<file path="src/design/lpfd_pkg.sv">
// Shared types and constants for the length-prefixed frame deframer.
// Used by lpfd_apb_regs, lpfd_parser and length_prefixed_frame_deframer.
`default_nettype none

package lpfd_pkg;

    localparam int HEADER_BYTES  = 8;
    localparam int LENGTH_OFFSET = 7;

    localparam int BYTE_W   = 8;
    localparam int POS_W    = 9;
    localparam int ROLE_W   = 3;
    localparam int STATUS_W = 2;
    localparam int ADDR_W   = 3;
    localparam int DATA_W   = 32;

    localparam logic [POS_W-1:0] HEADER_END = POS_W'(HEADER_BYTES);
    localparam logic [POS_W-1:0] LENGTH_POS = POS_W'(LENGTH_OFFSET);

    localparam logic [BYTE_W-1:0] START_BYTE_RST  = 8'd170;
    localparam logic [BYTE_W-1:0] MAX_PAYLOAD_RST = 8'd255;

    // register index taken from the word address bit
    typedef enum logic
    {
        REG_START_BYTE  = 1'b0,
        REG_MAX_PAYLOAD = 1'b1
    } reg_idx_t;

    typedef enum logic [2:0]
    {
        PH_HUNT    = 3'd0,
        PH_HEADER  = 3'd1,
        PH_PAYLOAD = 3'd2,
        PH_CRC_H   = 3'd3,
        PH_CRC_L   = 3'd4
    } phase_t;

    typedef enum logic [ROLE_W-1:0]
    {
        ROLE_DISCARD = 3'd0,
        ROLE_START   = 3'd1,
        ROLE_HEADER  = 3'd2,
        ROLE_PAYLOAD = 3'd3,
        ROLE_CRC_H   = 3'd4,
        ROLE_CRC_L   = 3'd5
    } role_t;

    typedef enum logic [STATUS_W-1:0]
    {
        ST_BUSY  = 2'd0,
        ST_DONE  = 2'd1,
        ST_ABORT = 2'd2
    } status_t;

    typedef struct packed
    {
        logic [BYTE_W-1:0] start_byte;
        logic [BYTE_W-1:0] max_payload;
    } cfg_t;

    typedef struct packed
    {
        logic [BYTE_W-1:0] data;
        role_t             role;
        logic [POS_W-1:0]  pos;
        logic [BYTE_W-1:0] count;
        status_t           status;
    } result_t;

endpackage

`default_nettype wire

</file>
<file path="src/design/lpfd_apb_regs.sv">
// APB-style configuration registers of the frame deframer.
// Depends on lpfd_pkg for widths, reset values and the config struct.
`default_nettype none

module lpfd_apb_regs
(
    input  wire logic                          clk,
    input  wire logic                          rst_n,
    input  wire logic                          psel,
    input  wire logic                          penable,
    input  wire logic                          pwrite,
    input  wire logic [lpfd_pkg::ADDR_W-1:0]   paddr,
    input  wire logic [lpfd_pkg::DATA_W-1:0]   pwdata,
    output logic      [lpfd_pkg::DATA_W-1:0]   prdata,
    output logic                               pready,
    output lpfd_pkg::cfg_t                     cfg
);

    logic [lpfd_pkg::BYTE_W-1:0] start_byte_reg;
    logic [lpfd_pkg::BYTE_W-1:0] max_payload_reg;
    lpfd_pkg::reg_idx_t          idx;
    logic                        wr_en;

    assign idx    = lpfd_pkg::reg_idx_t'(paddr[2]);
    assign wr_en  = psel && penable && pwrite;
    assign pready = 1'b1;

    always_ff @(posedge clk or negedge rst_n)
    begin
        if (!rst_n)
        begin
            start_byte_reg  <= lpfd_pkg::START_BYTE_RST;
            max_payload_reg <= lpfd_pkg::MAX_PAYLOAD_RST;
        end
        else if (wr_en)
        begin
            case (idx)
                lpfd_pkg::REG_START_BYTE:  start_byte_reg  <= pwdata[lpfd_pkg::BYTE_W-1:0];
                lpfd_pkg::REG_MAX_PAYLOAD: max_payload_reg <= pwdata[lpfd_pkg::BYTE_W-1:0];
                default:                   ;
            endcase
        end
    end

    always_comb
    begin
        case (idx)
            lpfd_pkg::REG_START_BYTE:
                prdata = {{(lpfd_pkg::DATA_W-lpfd_pkg::BYTE_W){1'b0}}, start_byte_reg};
            lpfd_pkg::REG_MAX_PAYLOAD:
                prdata = {{(lpfd_pkg::DATA_W-lpfd_pkg::BYTE_W){1'b0}}, max_payload_reg};
            default:
                prdata = '0;
        endcase
    end

    assign cfg.start_byte  = start_byte_reg;
    assign cfg.max_payload = max_payload_reg;

endmodule

`default_nettype wire

</file>
<file path="src/design/lpfd_parser.sv">
// Frame parsing state machine with its result register.
// One input byte per cycle while not stalled; depends on lpfd_pkg.
`default_nettype none

module lpfd_parser
(
    input  wire logic                          clk,
    input  wire logic                          rst_n,
    input  wire lpfd_pkg::cfg_t                cfg,
    input  wire logic                          byte_valid,
    input  wire logic [lpfd_pkg::BYTE_W-1:0]   byte_in,
    output logic                               advance,
    output logic                               out_valid,
    input  wire logic                          out_stall,
    output lpfd_pkg::result_t                  result
);

    lpfd_pkg::phase_t            phase_reg, phase_next;
    logic [lpfd_pkg::POS_W-1:0]  position_reg, position_next;
    logic [lpfd_pkg::BYTE_W-1:0] length_reg, length_next;
    logic                        out_valid_reg;
    lpfd_pkg::result_t           result_reg, result_next;
    logic [lpfd_pkg::POS_W-1:0]  here_inc;
    logic [lpfd_pkg::BYTE_W-1:0] len_now;

    // a byte moves on when the result register is free or being emptied
    assign advance   = byte_valid && (!out_valid_reg || !out_stall);
    assign out_valid = out_valid_reg;
    assign result    = result_reg;

    always_ff @(posedge clk or negedge rst_n)
    begin
        if (!rst_n)
        begin
            phase_reg    <= lpfd_pkg::PH_HUNT;
            position_reg <= '0;
            length_reg   <= '0;
        end
        else if (advance)
        begin
            phase_reg    <= phase_next;
            position_reg <= position_next;
            length_reg   <= length_next;
        end
    end

    always_comb
    begin
        here_inc      = position_reg + 1'b1;
        len_now       = length_reg;
        phase_next    = phase_reg;
        position_next = position_reg;
        length_next   = length_reg;

        result_next.data   = byte_in;
        result_next.role   = lpfd_pkg::ROLE_DISCARD;
        result_next.pos    = '0;
        result_next.count  = '0;
        result_next.status = lpfd_pkg::ST_BUSY;

        case (phase_reg)
            lpfd_pkg::PH_HEADER:
            begin
                result_next.role = lpfd_pkg::ROLE_HEADER;
                result_next.pos  = position_reg;
                if (position_reg == lpfd_pkg::LENGTH_POS)
                begin
                    len_now = byte_in;
                end
                length_next   = len_now;
                position_next = here_inc;
                if (here_inc == lpfd_pkg::HEADER_END)
                begin
                    result_next.count = len_now;
                    if (len_now > cfg.max_payload)
                    begin
                        result_next.status = lpfd_pkg::ST_ABORT;
                        phase_next         = lpfd_pkg::PH_HUNT;
                        position_next      = '0;
                    end
                    else if (len_now == '0)
                    begin
                        phase_next = lpfd_pkg::PH_CRC_H;
                    end
                    else
                    begin
                        phase_next = lpfd_pkg::PH_PAYLOAD;
                    end
                end
            end
            lpfd_pkg::PH_PAYLOAD:
            begin
                result_next.role  = lpfd_pkg::ROLE_PAYLOAD;
                result_next.pos   = position_reg;
                result_next.count = length_reg;
                position_next     = here_inc;
                if (here_inc == lpfd_pkg::HEADER_END + {1'b0, length_reg})
                begin
                    phase_next = lpfd_pkg::PH_CRC_H;
                end
            end
            lpfd_pkg::PH_CRC_H:
            begin
                result_next.role  = lpfd_pkg::ROLE_CRC_H;
                result_next.pos   = position_reg;
                result_next.count = length_reg;
                position_next     = here_inc;
                phase_next        = lpfd_pkg::PH_CRC_L;
            end
            lpfd_pkg::PH_CRC_L:
            begin
                result_next.role   = lpfd_pkg::ROLE_CRC_L;
                result_next.pos    = position_reg;
                result_next.count  = length_reg;
                result_next.status = lpfd_pkg::ST_DONE;
                phase_next         = lpfd_pkg::PH_HUNT;
                position_next      = '0;
            end
            default:
            begin
                // hunt: drop everything but the start byte
                phase_next    = lpfd_pkg::PH_HUNT;
                position_next = '0;
                if (byte_in == cfg.start_byte)
                begin
                    result_next.role = lpfd_pkg::ROLE_START;
                    length_next      = '0;
                    position_next    = {{(lpfd_pkg::POS_W-1){1'b0}}, 1'b1};
                    phase_next       = lpfd_pkg::PH_HEADER;
                end
            end
        endcase
    end

    always_ff @(posedge clk or negedge rst_n)
    begin
        if (!rst_n)
        begin
            out_valid_reg <= 1'b0;
        end
        else if (advance)
        begin
            out_valid_reg <= 1'b1;
        end
        else if (!out_stall)
        begin
            out_valid_reg <= 1'b0;
        end
    end

    always_ff @(posedge clk)
    begin
        if (advance)
        begin
            result_reg <= result_next;
        end
    end

    a_done_is_crc_low: assert property (@(posedge clk) disable iff (!rst_n)
        out_valid_reg && result_reg.status == lpfd_pkg::ST_DONE
        |-> result_reg.role == lpfd_pkg::ROLE_CRC_L)
        else $error("frame complete reported on a byte other than CRC low");

    a_discard_clean: assert property (@(posedge clk) disable iff (!rst_n)
        out_valid_reg && result_reg.role == lpfd_pkg::ROLE_DISCARD
        |-> result_reg.pos == '0 && result_reg.count == '0
            && result_reg.status == lpfd_pkg::ST_BUSY)
        else $error("discarded byte carries frame information");

    a_crc_low_to_hunt: assert property (@(posedge clk) disable iff (!rst_n)
        advance && phase_reg == lpfd_pkg::PH_CRC_L
        |=> phase_reg == lpfd_pkg::PH_HUNT && position_reg == '0)
        else $error("parser did not return to hunting after the frame");

    a_header_in_range: assert property (@(posedge clk) disable iff (!rst_n)
        phase_reg == lpfd_pkg::PH_HEADER
        |-> position_reg != '0 && position_reg < lpfd_pkg::HEADER_END)
        else $error("header position out of range");

    a_hold_when_stalled: assert property (@(posedge clk) disable iff (!rst_n)
        out_valid_reg && out_stall |=> out_valid_reg && $stable(result_reg))
        else $error("stalled result changed");

endmodule

`default_nettype wire

</file>
<file path="src/design/length_prefixed_frame_deframer.sv">
// Accepted requests pass through the input register into the result register.
// Throughput: one byte per cycle while out_stall does not hold the result.
// Both registers hold their bytes while out_stall blocks the result register.
// Reset (rst_n low, asynchronous): parser hunts for a start byte at position 0,
// no request held, start_byte = 170 and max_payload = 255.
`default_nettype none

module length_prefixed_frame_deframer
(
    input  wire logic                          clk,
    input  wire logic                          rst_n,
    input  wire logic                          in_valid,
    output logic                               in_stall,
    input  wire logic [lpfd_pkg::BYTE_W-1:0]   rx_byte,
    output logic                               out_valid,
    input  wire logic                          out_stall,
    output logic      [lpfd_pkg::BYTE_W-1:0]   byte_out,
    output logic      [lpfd_pkg::ROLE_W-1:0]   byte_role,
    output logic      [lpfd_pkg::POS_W-1:0]    byte_pos,
    output logic      [lpfd_pkg::BYTE_W-1:0]   payload_count,
    output logic      [lpfd_pkg::STATUS_W-1:0] frame_status,
    input  wire logic                          psel,
    input  wire logic                          penable,
    input  wire logic                          pwrite,
    input  wire logic [lpfd_pkg::ADDR_W-1:0]   paddr,
    input  wire logic [lpfd_pkg::DATA_W-1:0]   pwdata,
    output logic      [lpfd_pkg::DATA_W-1:0]   prdata,
    output logic                               pready
);

    lpfd_pkg::cfg_t              cfg;
    lpfd_pkg::result_t           result;
    logic                        in_valid_reg;
    logic [lpfd_pkg::BYTE_W-1:0] in_byte_reg;
    logic                        advance;
    logic                        in_accept;

    // the input register takes a new request when empty or as its content moves on
    assign in_stall  = in_valid_reg && !advance;
    assign in_accept = in_valid && !in_stall;

    always_ff @(posedge clk or negedge rst_n)
    begin
        if (!rst_n)
        begin
            in_valid_reg <= 1'b0;
        end
        else if (in_accept)
        begin
            in_valid_reg <= 1'b1;
        end
        else if (advance)
        begin
            in_valid_reg <= 1'b0;
        end
    end

    always_ff @(posedge clk)
    begin
        if (in_accept)
        begin
            in_byte_reg <= rx_byte;
        end
    end

    lpfd_apb_regs u_regs
    (
        .clk     (clk),
        .rst_n   (rst_n),
        .psel    (psel),
        .penable (penable),
        .pwrite  (pwrite),
        .paddr   (paddr),
        .pwdata  (pwdata),
        .prdata  (prdata),
        .pready  (pready),
        .cfg     (cfg)
    );

    lpfd_parser u_parser
    (
        .clk        (clk),
        .rst_n      (rst_n),
        .cfg        (cfg),
        .byte_valid (in_valid_reg),
        .byte_in    (in_byte_reg),
        .advance    (advance),
        .out_valid  (out_valid),
        .out_stall  (out_stall),
        .result     (result)
    );

    assign byte_out      = result.data;
    assign byte_role     = result.role;
    assign byte_pos      = result.pos;
    assign payload_count = result.count;
    assign frame_status  = result.status;

endmodule

`default_nettype wire

</file>
<file path="config.mk">
export PLATFORM = sky130hd
export DESIGN_NAME = length_prefixed_frame_deframer
export DESIGN_NICKNAME = d
export VERILOG_FILES = /design/src/design/lpfd_pkg.sv /design/src/design/lpfd_apb_regs.sv /design/src/design/lpfd_parser.sv /design/src/design/length_prefixed_frame_deframer.sv
export SDC_FILE = /design/constraint.sdc
export NUM_CORES = 1
export LEC_CHECK = 0
export BUFFER_PORTS_ARGS = -buffer_cell sky130_fd_sc_hd__clkbuf_2
export CORE_ASPECT_RATIO = 1.1
export CORE_MARGIN = 10
export CORE_UTILIZATION = 45
export DETAILED_ROUTE_END_ITERATION = 8
export PLACE_DENSITY = 0.73
export RECOVER_POWER = 100
export SYNTH_ARGS = -nofsm -noshare
export SYNTH_HDL_FRONTEND = slang
export SYNTH_SLANG_ARGS = --single-unit
export TNS_END_PERCENT = 30
</file>
<file path="constraint.sdc">
create_clock -name clk -period 3.25 [get_ports clk]
set_clock_uncertainty 0.15 [all_clocks]
set_input_delay 0.65 -clock clk [delete_from_list [all_inputs] [get_ports clk]]
set_output_delay 0.65 -clock clk [all_outputs]
set_load 0.01 [all_outputs]
</file>
==> results.sh, run 1 <==
export IMPL_dr_pass1_iters=4
export IMPL_cts_sinks=76
export IMPL_final_nets=526
export IMPL_required_ns=3.34
export IMPL_cts_setup_buffers=0
export IMPL_synth_xor_xnor_area_share_pct=5.36
export IMPL_critPathMaxStageDelay_ns=0.39
export IMPL_finalSetupViolCount=0
export IMPL_regArea_mm2=0.00211
export IMPL_r2r_setup_slack_ns=0.19
export IMPL_ys_warn_count=0
export IMPL_place_congestion=0.929
export IMPL_wirelength_mm=9.76
export IMPL_synth_top_family_by_area="simple AND/OR/NAND/NOR gates"
export IMPL_avgSynthCellArea_um2=10.7
export IMPL_clock_fmax_mhz=327
export IMPL_htreeDepth=3
export IMPL_whs_endpoint="in_byte_reg[7]$_DFFE_PP_"
export IMPL_crit_type="reg -> reg"
export IMPL_setup_tns_ns=0
export IMPL_post_route_min_period_ns=3.06
export IMPL_worstSkewPairLatency_ns=0.36
export IMPL_synth_distinct_cells=54
export IMPL_cts_buffers=9
export IMPL_violations="capacitance limit, slew limit"
export IMPL_drive_gt1_share_pct=20.2
export IMPL_synth_simple_area_share_pct=15.0
export IMPL_clk_pin_slew_ns=0.09
export IMPL_synthFlopType="edfxtp_1"
export IMPL_cts_tree="built"
export IMPL_multiInputGateArea_mm2=0.00185
export IMPL_synth_compound_area_share_pct=10.8
export IMPL_dp_hpwl_mm=7.25
export IMPL_rr_startpoint="u_parser.position_reg[0]$_DFFE_PN0P_"
export IMPL_clk_path_buf_depth=2
export IMPL_utilization_pct=51.1
export IMPL_fin_crit_sh_pct=94.1
export IMPL_grt_pass1_vias=3229
export IMPL_async_flop_share_pct=50.0
export IMPL_seq_area_frac_synth_pct=49.6
export IMPL_synth_top_area_cell="edfxtp_1"
export IMPL_die_h_um=122
export IMPL_end_kind="register"
export IMPL_overflow=0
export IMPL_crit_path_start="u_parser.position_reg[0]$_DFFE_PN0P_"
export IMPL_crit_chain="ha_1, nand2_1, and4bb_1, buf_12, o21ai_0, ha_1, nand4_1, nor2_2, a21oi_1, nor2_1, o41ai_1, o21ai_0"
export IMPL_grtUsageTotal_pct=14.1
export IMPL_grt_max_degree=39
export IMPL_reg2regPathDepth=12
export IMPL_max_vdd_ir_drop_uv=322
export IMPL_arrival_ns=3.15
export IMPL_initial_utilization_pct=45.7
export IMPL_p_leak_nw=1.88
export IMPL_worstMarginPinSlew_ns=2.11
export IMPL_io_pin_count=115
export IMPL_syn2layout_area_growth_pct=11.9
export IMPL_die_w_um=113
export IMPL_synth_top_area_share_pct=26.8
export IMPL_synth_edf_count=38
export IMPL_min_path_type="in -> reg"
export IMPL_ant_nets=0
export IMPL_cp_slowest_cell="dfrtp_1"
export IMPL_max_cap_viol_count=2
export IMPL_largest_reg_flops=30
export IMPL_port_buffers=63
export IMPL_synth_fa_ha_area_share_pct=2.94
export IMPL_grt_setup_unrepaired="false"
export IMPL_critPathLaunchType="register"
export IMPL_grt_pass1_wl_mm=15.8
export IMPL_diodes=0
export IMPL_power_density_mw_per_mm2=719
export IMPL_dieArea_mm2=0.0137
export IMPL_ctsRootBufferMaster="clkbuf_8"
export IMPL_synth_area_top_cells="edfxtp_1, dfrtp_1, dfstp_2"
export IMPL_rr_endpoint="u_parser.position_reg[0]$_DFFE_PN0P_"
export IMPL_core_mm2=0.00931
export IMPL_relSlewSlack_pct=-40.4
export IMPL_final_max_slew_viol_count=68
export IMPL_nFillCells=861
export IMPL_viasPerCell=5.39
export IMPL_synth_seq_cells=76
export IMPL_netlist_area_mm2=0.00425
export IMPL_hold_viol=0
export IMPL_synth_mux_area_share_pct=7.65
export IMPL_fp_row_count=37
export IMPL_wl_per_cell_um=16.6
export IMPL_status="finished with violations"
export IMPL_min_path_cells=1
export IMPL_vias=3168
export IMPL_path_max_fanout=15
export IMPL_worstHoldStart="rx_byte[7]"
export IMPL_drt_iter0_drc=275
export IMPL_route_detailed_drc=0
export IMPL_grt_antenna_before_repair=0
export IMPL_netlist_instances=398
==> how the worst max path moves through the flow <==
stage / cells past startpoint / to
CTS: 12 / u_parser.position_reg[0]$_DFFE_PN0P_
global route: 14 / u_parser.phase_reg[1]$_DFFE_PN0P_
floorplan: 14 / u_parser.position_reg[0]$_DFFE_PN0P_
finish: 12 / u_parser.position_reg[0]$_DFFE_PN0P_
detailed placement: 12 / u_parser.position_reg[0]$_DFFE_PN0P_
global placement: 12 / u_parser.position_reg[0]$_DFFE_PN0P_
==> synth_stat cells (all sizes together), types with 4 or more instances <==
cell	n
and2	11
a31oi	6
nand4	17
nor2	20
and3	4
o21ai	25
xnor2	15
ha	10
a21oi	6
mux2i	4
buf	33
nand3	14
nand2	30
xor2	11
mux2	25
inv	22
dfrtp	26
a22o	7
clkbuf	11
nor3	8
edfxtp	38
dfstp	12
nor4	8
==> placed cells by master, fill, tap and decap left out, drive strengths merged, types with 7 or more instances in the layout <==
cell type,count
o21ai,25
and2,11
xnor2,15
clkbuf,74
nand3,14
dfrtp,26
mux2,25
nor3,8
inv,25
dfstp,12
nand2,30
xor2,11
ha,10
nor4,8
edfxtp,38
buf,13
a22o,7
conb,25
nand4,17
nor2,20
==> where the power goes <==
| group | internal (mW) | switching, mW | total, mW | leakage [nW] |
|---|---|---|---|---|
| clock | 0.287 | 0.379 | 0.666 | 0.0804 |
| sequential | 1.25 | 0.171 | 1.42 | 0.804 |
| combinational | 0.583 | 0.753 | 1.34 | 0.998 |
==> stage by stage <==
step / power (mW) / hold slack [ns] / cell area (um^2) / std cells / setup WS, ns
finish: 3.42 / 0.304 / 4760 / 588 / 0.193
global placement: 2.75 / 0.316 / 4650 / 572 / 0.177
global route: 3.67 / 0.290 / 4760 / 588 / 0.0231
CTS: 3.47 / 0.288 / 4830 / 588 / 0.114
detailed placement: 2.79 / 0.324 / 4650 / 572 / 0.152
floorplan: 2.42 / 0.204 / 4340 / 421 / 0.118
==> routing by layer <==
metal  global-route usage, %  vias to the layer above  share of wire (%)
met5                       0                        -                  0
met4                    6.98                        0                1.6
met3                    3.64                       15                6.2
met2                    24.5                      109                 51
met1                    15.6                     1513                 41
li1                        -                     1531                  -
==> critical path, delay by kind of cell, from the launching register on <==
family | cells | cell delay, ns
AOI/OAI and AO/OA | 4 | 0.97
and+or+nand+nor | 5 | 0.71
adders and majority gates | 2 | 0.53
DFF | 1 | 0.39
buffers and inverters | 1 | 0.17
==> cell type report <==
type	instances	share of cell area, %
clock buffer	9	2.60
sequential	76	44.3
timing repair buffer	78	8.05
inverter	23	1.81
tap	117	3.08
multi-input combinational	278	38.9
clock inverter	7	1.24
==> logic make-up after synthesis <==
kind of cell | count (synthesis)
and+or+nand+nor | 122
DFF | 76
buffers and inverters | 67
AOI/OAI and AO/OA | 66
muxes | 29
xor gates and xnor gates | 26
adders and majority gates | 10
other | 2
==> repair_timing <==
action,4_1_cts,5_1_grt
hold buffers,0,0
setup endpoints to repair,0,1
resized for setup,0,3
Power figures use the tool's default switching activity.
==> run 2, diff against run 1 <==
--- a/config.mk
+++ b/config.mk
@@ -5,7 +5,7 @@
 export SDC_FILE = /design/constraint.sdc
 export NUM_CORES = 1
 export LEC_CHECK = 0
-export BUFFER_PORTS_ARGS = -buffer_cell sky130_fd_sc_hd__clkbuf_2
+export BUFFER_PORTS_ARGS = -buffer_cell sky130_fd_sc_hd__buf_2
 export CORE_ASPECT_RATIO = 1.1
 export CORE_MARGIN = 10
 export CORE_UTILIZATION = 45
==> run 2 against run 1 <==
The run still ends with capacitance limit, slew limit left. Critical path depth did not move. Global-route usage rose by 0.054 points. Wire length is 0.14% higher. Clock-buffer cell count unchanged. Sequential share of layout area is 0.24 points lower. First-iteration DRC count rose by 1.1%. Clock power rose by 11%. Register-to-register slack worse by 0.06 ns. Via count is 2.0% higher. Worst setup slack lost 0.064 ns. Critical endpoint unchanged. Largest power group unchanged.
==> results.sh, run 2 (synthesized netlist as in run 1, its figures left out) <==
export IMPL_crit_type="reg -> reg"
export IMPL_core_mm2=0.00931
export IMPL_violations="capacitance limit, slew limit"
export IMPL_clk_path_buf_depth=2
export IMPL_largest_reg_flops=30
export IMPL_fp_row_count=37
export IMPL_clock_fmax_mhz=320
export IMPL_critPathLaunchType="register"
export IMPL_switching_share_pct=37.2
export IMPL_htreeDepth=3
export IMPL_cpMostUsedCell="ha_1"
export IMPL_seqPwrFrac_pct=40.4
export IMPL_reg2regPathDepth=12
export IMPL_ant_nets=0
export IMPL_io_pin_count=115
export IMPL_die_h_um=122
export IMPL_grtUsageTotal_pct=14.1
export IMPL_grt_pass1_vias=3241
export IMPL_rr_startpoint="u_parser.position_reg[0]$_DFFE_PN0P_"
export IMPL_dieArea_mm2=0.0137
export IMPL_fin_crit_sh_pct=96.0
export IMPL_wl_per_cell_um=16.6
export IMPL_relSlewSlack_pct=-39.2
export IMPL_final_cell_mix="clkbuf_1, edfxtp_1, nand2_1"
export IMPL_dr_pass1_iters=6
export IMPL_power_switching_mw=1.31
export IMPL_cp_slowest_cell="o41ai_1"
export IMPL_power_mw=3.51
export IMPL_mostFrequentLayoutCell="clkbuf_1"
export IMPL_post_route_min_period_ns=3.12
export IMPL_place_congestion=0.934
export IMPL_grt_antenna_before_repair=0
export IMPL_critPathMaxStageDelay_ns=0.45
export IMPL_grt_setup_unrepaired="true"
export IMPL_path_max_fanout=15
export IMPL_final_max_slew_viol_count=67
export IMPL_syn2layout_area_growth_pct=12.5
export IMPL_pre_cts_ws_ns=0.0640
export IMPL_final_nets=526
export IMPL_diodes=0
export IMPL_status="finished with violations"
export IMPL_route_detailed_drc=0
export IMPL_overflow=0
export IMPL_p_clk_share_pct=21.1
export IMPL_power_frac_comb_pct=38.5
export IMPL_dp_hpwl_mm=7.33
export IMPL_r2r_setup_slack_ns=0.13
export IMPL_ctsRootBufferMaster="clkbuf_8"
export IMPL_min_path_type="in -> reg"
export IMPL_worstSkewPairLatency_ns=0.36
export IMPL_crit_buf_inv=1
export IMPL_grt_pass1_wl_mm=15.8
export IMPL_clk_pin_slew_ns=0.08
export IMPL_cts_tree="built"
export IMPL_end_kind="register"
export IMPL_holdBufCountCts=0
export IMPL_required_ns=3.34
export IMPL_drt_iter0_drc=278
export IMPL_die_w_um=113
export IMPL_hold_viol=0
export IMPL_crit_chain="ha_1, nand2_1, and4bb_2, buf_12, o21ai_0, ha_1, nand4_1, nor2_2, a211oi_2, nor2_1, o41ai_1, o21ai_1"
export IMPL_rr_endpoint="u_parser.position_reg[0]$_DFFE_PN0P_"
export IMPL_wirelength_mm=9.77
export IMPL_finalSetupViolCount=0
export IMPL_vias=3230
export IMPL_cts_sinks=76
export IMPL_cts_buffers=9
export IMPL_crit_family="compound AO/OA/AOI/OAI gates"
export IMPL_initial_utilization_pct=45.7
export IMPL_viasPerCell=5.49
export IMPL_port_buffers=63
export IMPL_whs_endpoint="in_byte_reg[3]$_DFFE_PP_"
export IMPL_min_path_cells=1
export IMPL_p_leak_nw=1.89
export IMPL_cts_setup_buffers=0
export IMPL_worstHoldStart="rx_byte[3]"
export IMPL_drive_gt1_share_pct=20.4
export IMPL_max_vdd_ir_drop_uv=362
export IMPL_worstMarginPinSlew_ns=2.09
export IMPL_power_internal_mw=2.21
export IMPL_timing_final_ws_setup_ns=0.129
export IMPL_grt_max_degree=39
export IMPL_worst_path_stages=12
export IMPL_arrival_ns=3.21
export IMPL_power_density_mw_per_mm2=735
export IMPL_max_cap_viol_count=2
run 2: changes by cell type in the layout (fill, tap and decap cells not counted), sizes merged:
cell,before,now
buf,13,35
bufinv,0,1
clkbuf,74,52
clkinvlp,4,2
inv,25,26
run 2: stage by stage:
step                utilization [%]  cells  TNS [ns]  hold slack, ns  instance area (um^2)
global placement               50.0    572         0           0.315                  4650
detailed placement             50.0    572         0           0.322                  4650
finish                         51.4    588         0           0.311                  4780
CTS                            52.2    588         0           0.264                  4860
floorplan                         -    421         0           0.204                  4340
global route                   51.4    588   -0.0827           0.284                  4780
run 2: layer usage:
| metal | part of all wire, % | GRT usage, % |
|---|---|---|
| met2 | 51 | 24.5 |
| met1 | 38 | 15.1 |
| met5 | 0 | 0 |
| met4 | 2.9 | 5.79 |
| met3 | 8.1 | 5.46 |
run 2: cell type report:
| class | instances | area [um^2] |
|---|---|---|
| Fill cell | 855 | 4520 |
| Sequential cell | 76 | 2110 |
| Multi-Input combinational cell | 278 | 1850 |
| Timing Repair Buffer | 78 | 384 |
| Tap cell | 117 | 146 |
| Clock buffer | 9 | 124 |
| Inverter | 23 | 86.3 |
| Clock inverter | 7 | 82.6 |
run 2: how the worst max path moves through the flow:
stage	startpoint	to	slack, ns
finish	u_parser.position_reg[0]$_DFFE_PN0P_	u_parser.position_reg[0]$_DFFE_PN0P_	0.13
global route	u_parser.position_reg[0]$_DFFE_PN0P_	u_parser.position_reg[0]$_DFFE_PN0P_	-0.05
CTS	u_parser.position_reg[0]$_DFFE_PN0P_	u_parser.position_reg[0]$_DFFE_PN0P_	0.01
detailed placement	u_parser.position_reg[0]$_DFFE_PN0P_	u_parser.position_reg[0]$_DFFE_PN0P_	0.06
global placement	u_parser.position_reg[0]$_DFFE_PN0P_	u_parser.position_reg[0]$_DFFE_PN0P_	0.17
floorplan	u_parser.position_reg[1]$_DFFE_PN0P_	u_parser.position_reg[0]$_DFFE_PN0P_	0.12
run 2: what timing repair did:
item,4_1_cts,5_1_grt
hold endpoints to repair,0,0
setup endpoints to repair,0,3
resized for setup,0,5
run 2: power by group through the flow:
stage               combinational (mW)  sequential, mW  clock (mW)
global placement                  1.33            1.42           0
global route                      1.51            1.45       0.812
floorplan                         1.01            1.41           0
CTS                               1.37            1.42       0.766
finish                            1.35            1.42       0.742
detailed placement                1.36            1.44           0
==> run 3, diff against run 2 <==
--- a/config.mk
+++ b/config.mk
@@ -8,9 +8,9 @@
 export BUFFER_PORTS_ARGS = -buffer_cell sky130_fd_sc_hd__buf_2
 export CORE_ASPECT_RATIO = 1.1
 export CORE_MARGIN = 10
-export CORE_UTILIZATION = 45
+export CORE_UTILIZATION = 48
 export DETAILED_ROUTE_END_ITERATION = 8
-export PLACE_DENSITY = 0.73
+export PLACE_DENSITY = 0.77
 export RECOVER_POWER = 100
 export SYNTH_ARGS = -nofsm -noshare
 export SYNTH_HDL_FRONTEND = slang
==> run 3 against run 2 <==
The flow still finishes with violations (capacitance limit, slew limit). Maximum frequency grew 1.3%. Hold slack better by 0.0069 ns. Total power increased by 3.5%. Clock-buffer cell count unchanged. Die area shrank 5.2%. Highest routed layer unchanged. Global-route usage up 1.2 points. Worst setup slack better by 0.041 ns. Critical path depth shrank 6. Via count down 2.2%. Largest power group unchanged. Final area rose by 0.42%.
==> results.sh, run 3 (synthesized netlist as in run 1, its figures left out) <==
export IMPL_post_place_cells=567
export IMPL_max_cap_viol_count=1
export IMPL_htreeDepth=3
export IMPL_grt_pass1_wl_mm=16.1
export IMPL_endpoint="u_parser.length_reg[0]$_DFFE_PN0P_"
export IMPL_crit_path_start="in_byte_reg[0]$_DFFE_PP_"
export IMPL_max_vdd_ir_drop_uv=428
export IMPL_overflow=0
export IMPL_cts_tree="built"
export IMPL_fp_row_count=35
export IMPL_min_path_type="in -> reg"
export IMPL_p_leak_nw=1.92
export IMPL_largest_reg_flops=30
export IMPL_rr_endpoint="u_parser.length_reg[0]$_DFFE_PN0P_"
export IMPL_arrival_ns=3.17
export IMPL_die_h_um=119
export IMPL_power_mw=3.64
export IMPL_grt_setup_unrepaired="false"
export IMPL_ctsRootBufferMaster="clkbuf_8"
export IMPL_port_buffers=63
export IMPL_reg2regPathDepth=6
export IMPL_clk_pin_slew_ns=0.08
export IMPL_io_pin_count=115
export IMPL_r2r_setup_slack_ns=0.17
export IMPL_diodes=0
export IMPL_status="finished with violations"
export IMPL_worst_path_stages=6
export IMPL_die_w_um=110
export IMPL_ant_nets=0
export IMPL_initial_utilization_pct=50.0
export IMPL_drive_gt1_share_pct=19.5
export IMPL_cts_sinks=76
export IMPL_worstMarginPinSlew_ns=2.13
export IMPL_clk_path_buf_depth=2
export IMPL_final_cell_mix="clkbuf_1, edfxtp_1, nand2_1"
export IMPL_fin_crit_sh_pct=94.8
export IMPL_dieArea_mm2=0.0130
export IMPL_drt_iter0_drc=232
export IMPL_hold_viol=0
export IMPL_crit_buf_inv=0
export IMPL_wl_per_cell_um=16.8
export IMPL_path_max_fanout=8
export IMPL_finalSetupViolCount=0
export IMPL_final_max_slew_viol_count=39
export IMPL_rr_startpoint="in_byte_reg[0]$_DFFE_PP_"
export IMPL_crit_chain="xor2_1, nor4_1, nand2_1, a211oi_2, o21a_1, mux2_1"
export IMPL_crit_type="reg -> reg"
export IMPL_post_route_min_period_ns=3.08
export IMPL_syn2layout_area_growth_pct=13.0
export IMPL_cts_setup_buffers=0
export IMPL_cp_slowest_cell="a211oi_2"
export IMPL_whs_ns=0.318
export IMPL_power_density_mw_per_mm2=757
export IMPL_mostFrequentLayoutCell="clkbuf_1"
export IMPL_dp_hpwl_mm=7.36
export IMPL_nFillCells=760
export IMPL_place_congestion=0.933
export IMPL_grt_pass1_vias=3294
export IMPL_required_ns=3.34
export IMPL_cts_buffers=9
export IMPL_worstSkewPairLatency_ns=0.35
export IMPL_setup_tns_ns=0
export IMPL_core_mm2=0.00850
export IMPL_grt_max_degree=39
export IMPL_grtUsageTotal_pct=15.3
export IMPL_fin_cells=583
export IMPL_relSlewSlack_pct=-41.9
export IMPL_final_nets=527
export IMPL_viasPerCell=5.42
export IMPL_grt_antenna_before_repair=0
export IMPL_wirelength_mm=9.82
export IMPL_critPathMaxStageDelay_ns=0.61
export IMPL_violations="capacitance limit, slew limit"
export IMPL_vias=3159
export IMPL_end_kind="register"
export IMPL_dr_pass1_iters=4
export IMPL_route_detailed_drc=0
export IMPL_clock_fmax_mhz=325
export IMPL_critPathLaunchType="register"
export IMPL_crit_family="compound AO/OA/AOI/OAI gates"
==> run 3: how the worst min path moves through the flow <==
stage	start	end	depth (start not counted)
after floorplan	rst_n	in_valid_reg$_DFFE_PN0P_	0
after global placement	in_valid_reg$_DFFE_PN0P_	u_parser.out_valid$_DFFE_PN0P_	1
after detailed placement	in_valid_reg$_DFFE_PN0P_	u_parser.out_valid$_DFFE_PN0P_	1
after CTS	rst_n	u_parser.phase_reg[0]$_DFFE_PN0P_	1
after global routing	rx_byte[0]	in_byte_reg[0]$_DFFE_PP_	1
final	rx_byte[6]	in_byte_reg[6]$_DFFE_PP_	1
==> run 3: what timing repair did <==
| action | in CTS | in global routing |
|---|---|---|
| setup endpoints to repair | 0 | 1 |
| gates resized for setup | 0 | 5 |
| hold buffers | 0 | 0 |
==> run 3: power by group <==
part           leakage [nW]  switching, mW  internal (mW)
Sequential            0.804          0.172           1.25
Combinational         0.990          0.767          0.574
Clock                 0.124          0.360          0.515
==> run 3: metrics by stage <==
stage	utilization (%)	cell area, um^2	setup WS (ns)
4_1_cts	57.6	4900	0.121
5_1_grt	56.6	4800	0.0174
2_1_floorplan	-	4340	0.118
3_5_place_dp	54.7	4650	0.187
3_3_place_gp	54.7	4650	0.168
6_report	56.6	4800	0.170
==> run 3: metal layers <==
layer | vias to the layer above | track usage, % | wire [um]
met4 | 0 | 6.84 | 255
li1 | 1523 | - | -
met5 | - | 0 | 0
met2 | 126 | 24.5 | 4880
met3 | 16 | 4.24 | 642
met1 | 1494 | 18.6 | 4040
==> run 3: cell type report <==
| type | instances | area, um^2 | area share [%] |
|---|---|---|---|
| clock inverters | 7 | 121 | 2.53 |
| well taps | 111 | 139 | 2.89 |
| repair buffers | 79 | 382 | 7.94 |
| inverters | 23 | 86.3 | 1.80 |
| multi-input cells | 278 | 1850 | 38.4 |
| clock buffers | 9 | 124 | 2.58 |
| flip-flops and latches | 76 | 2110 | 43.9 |
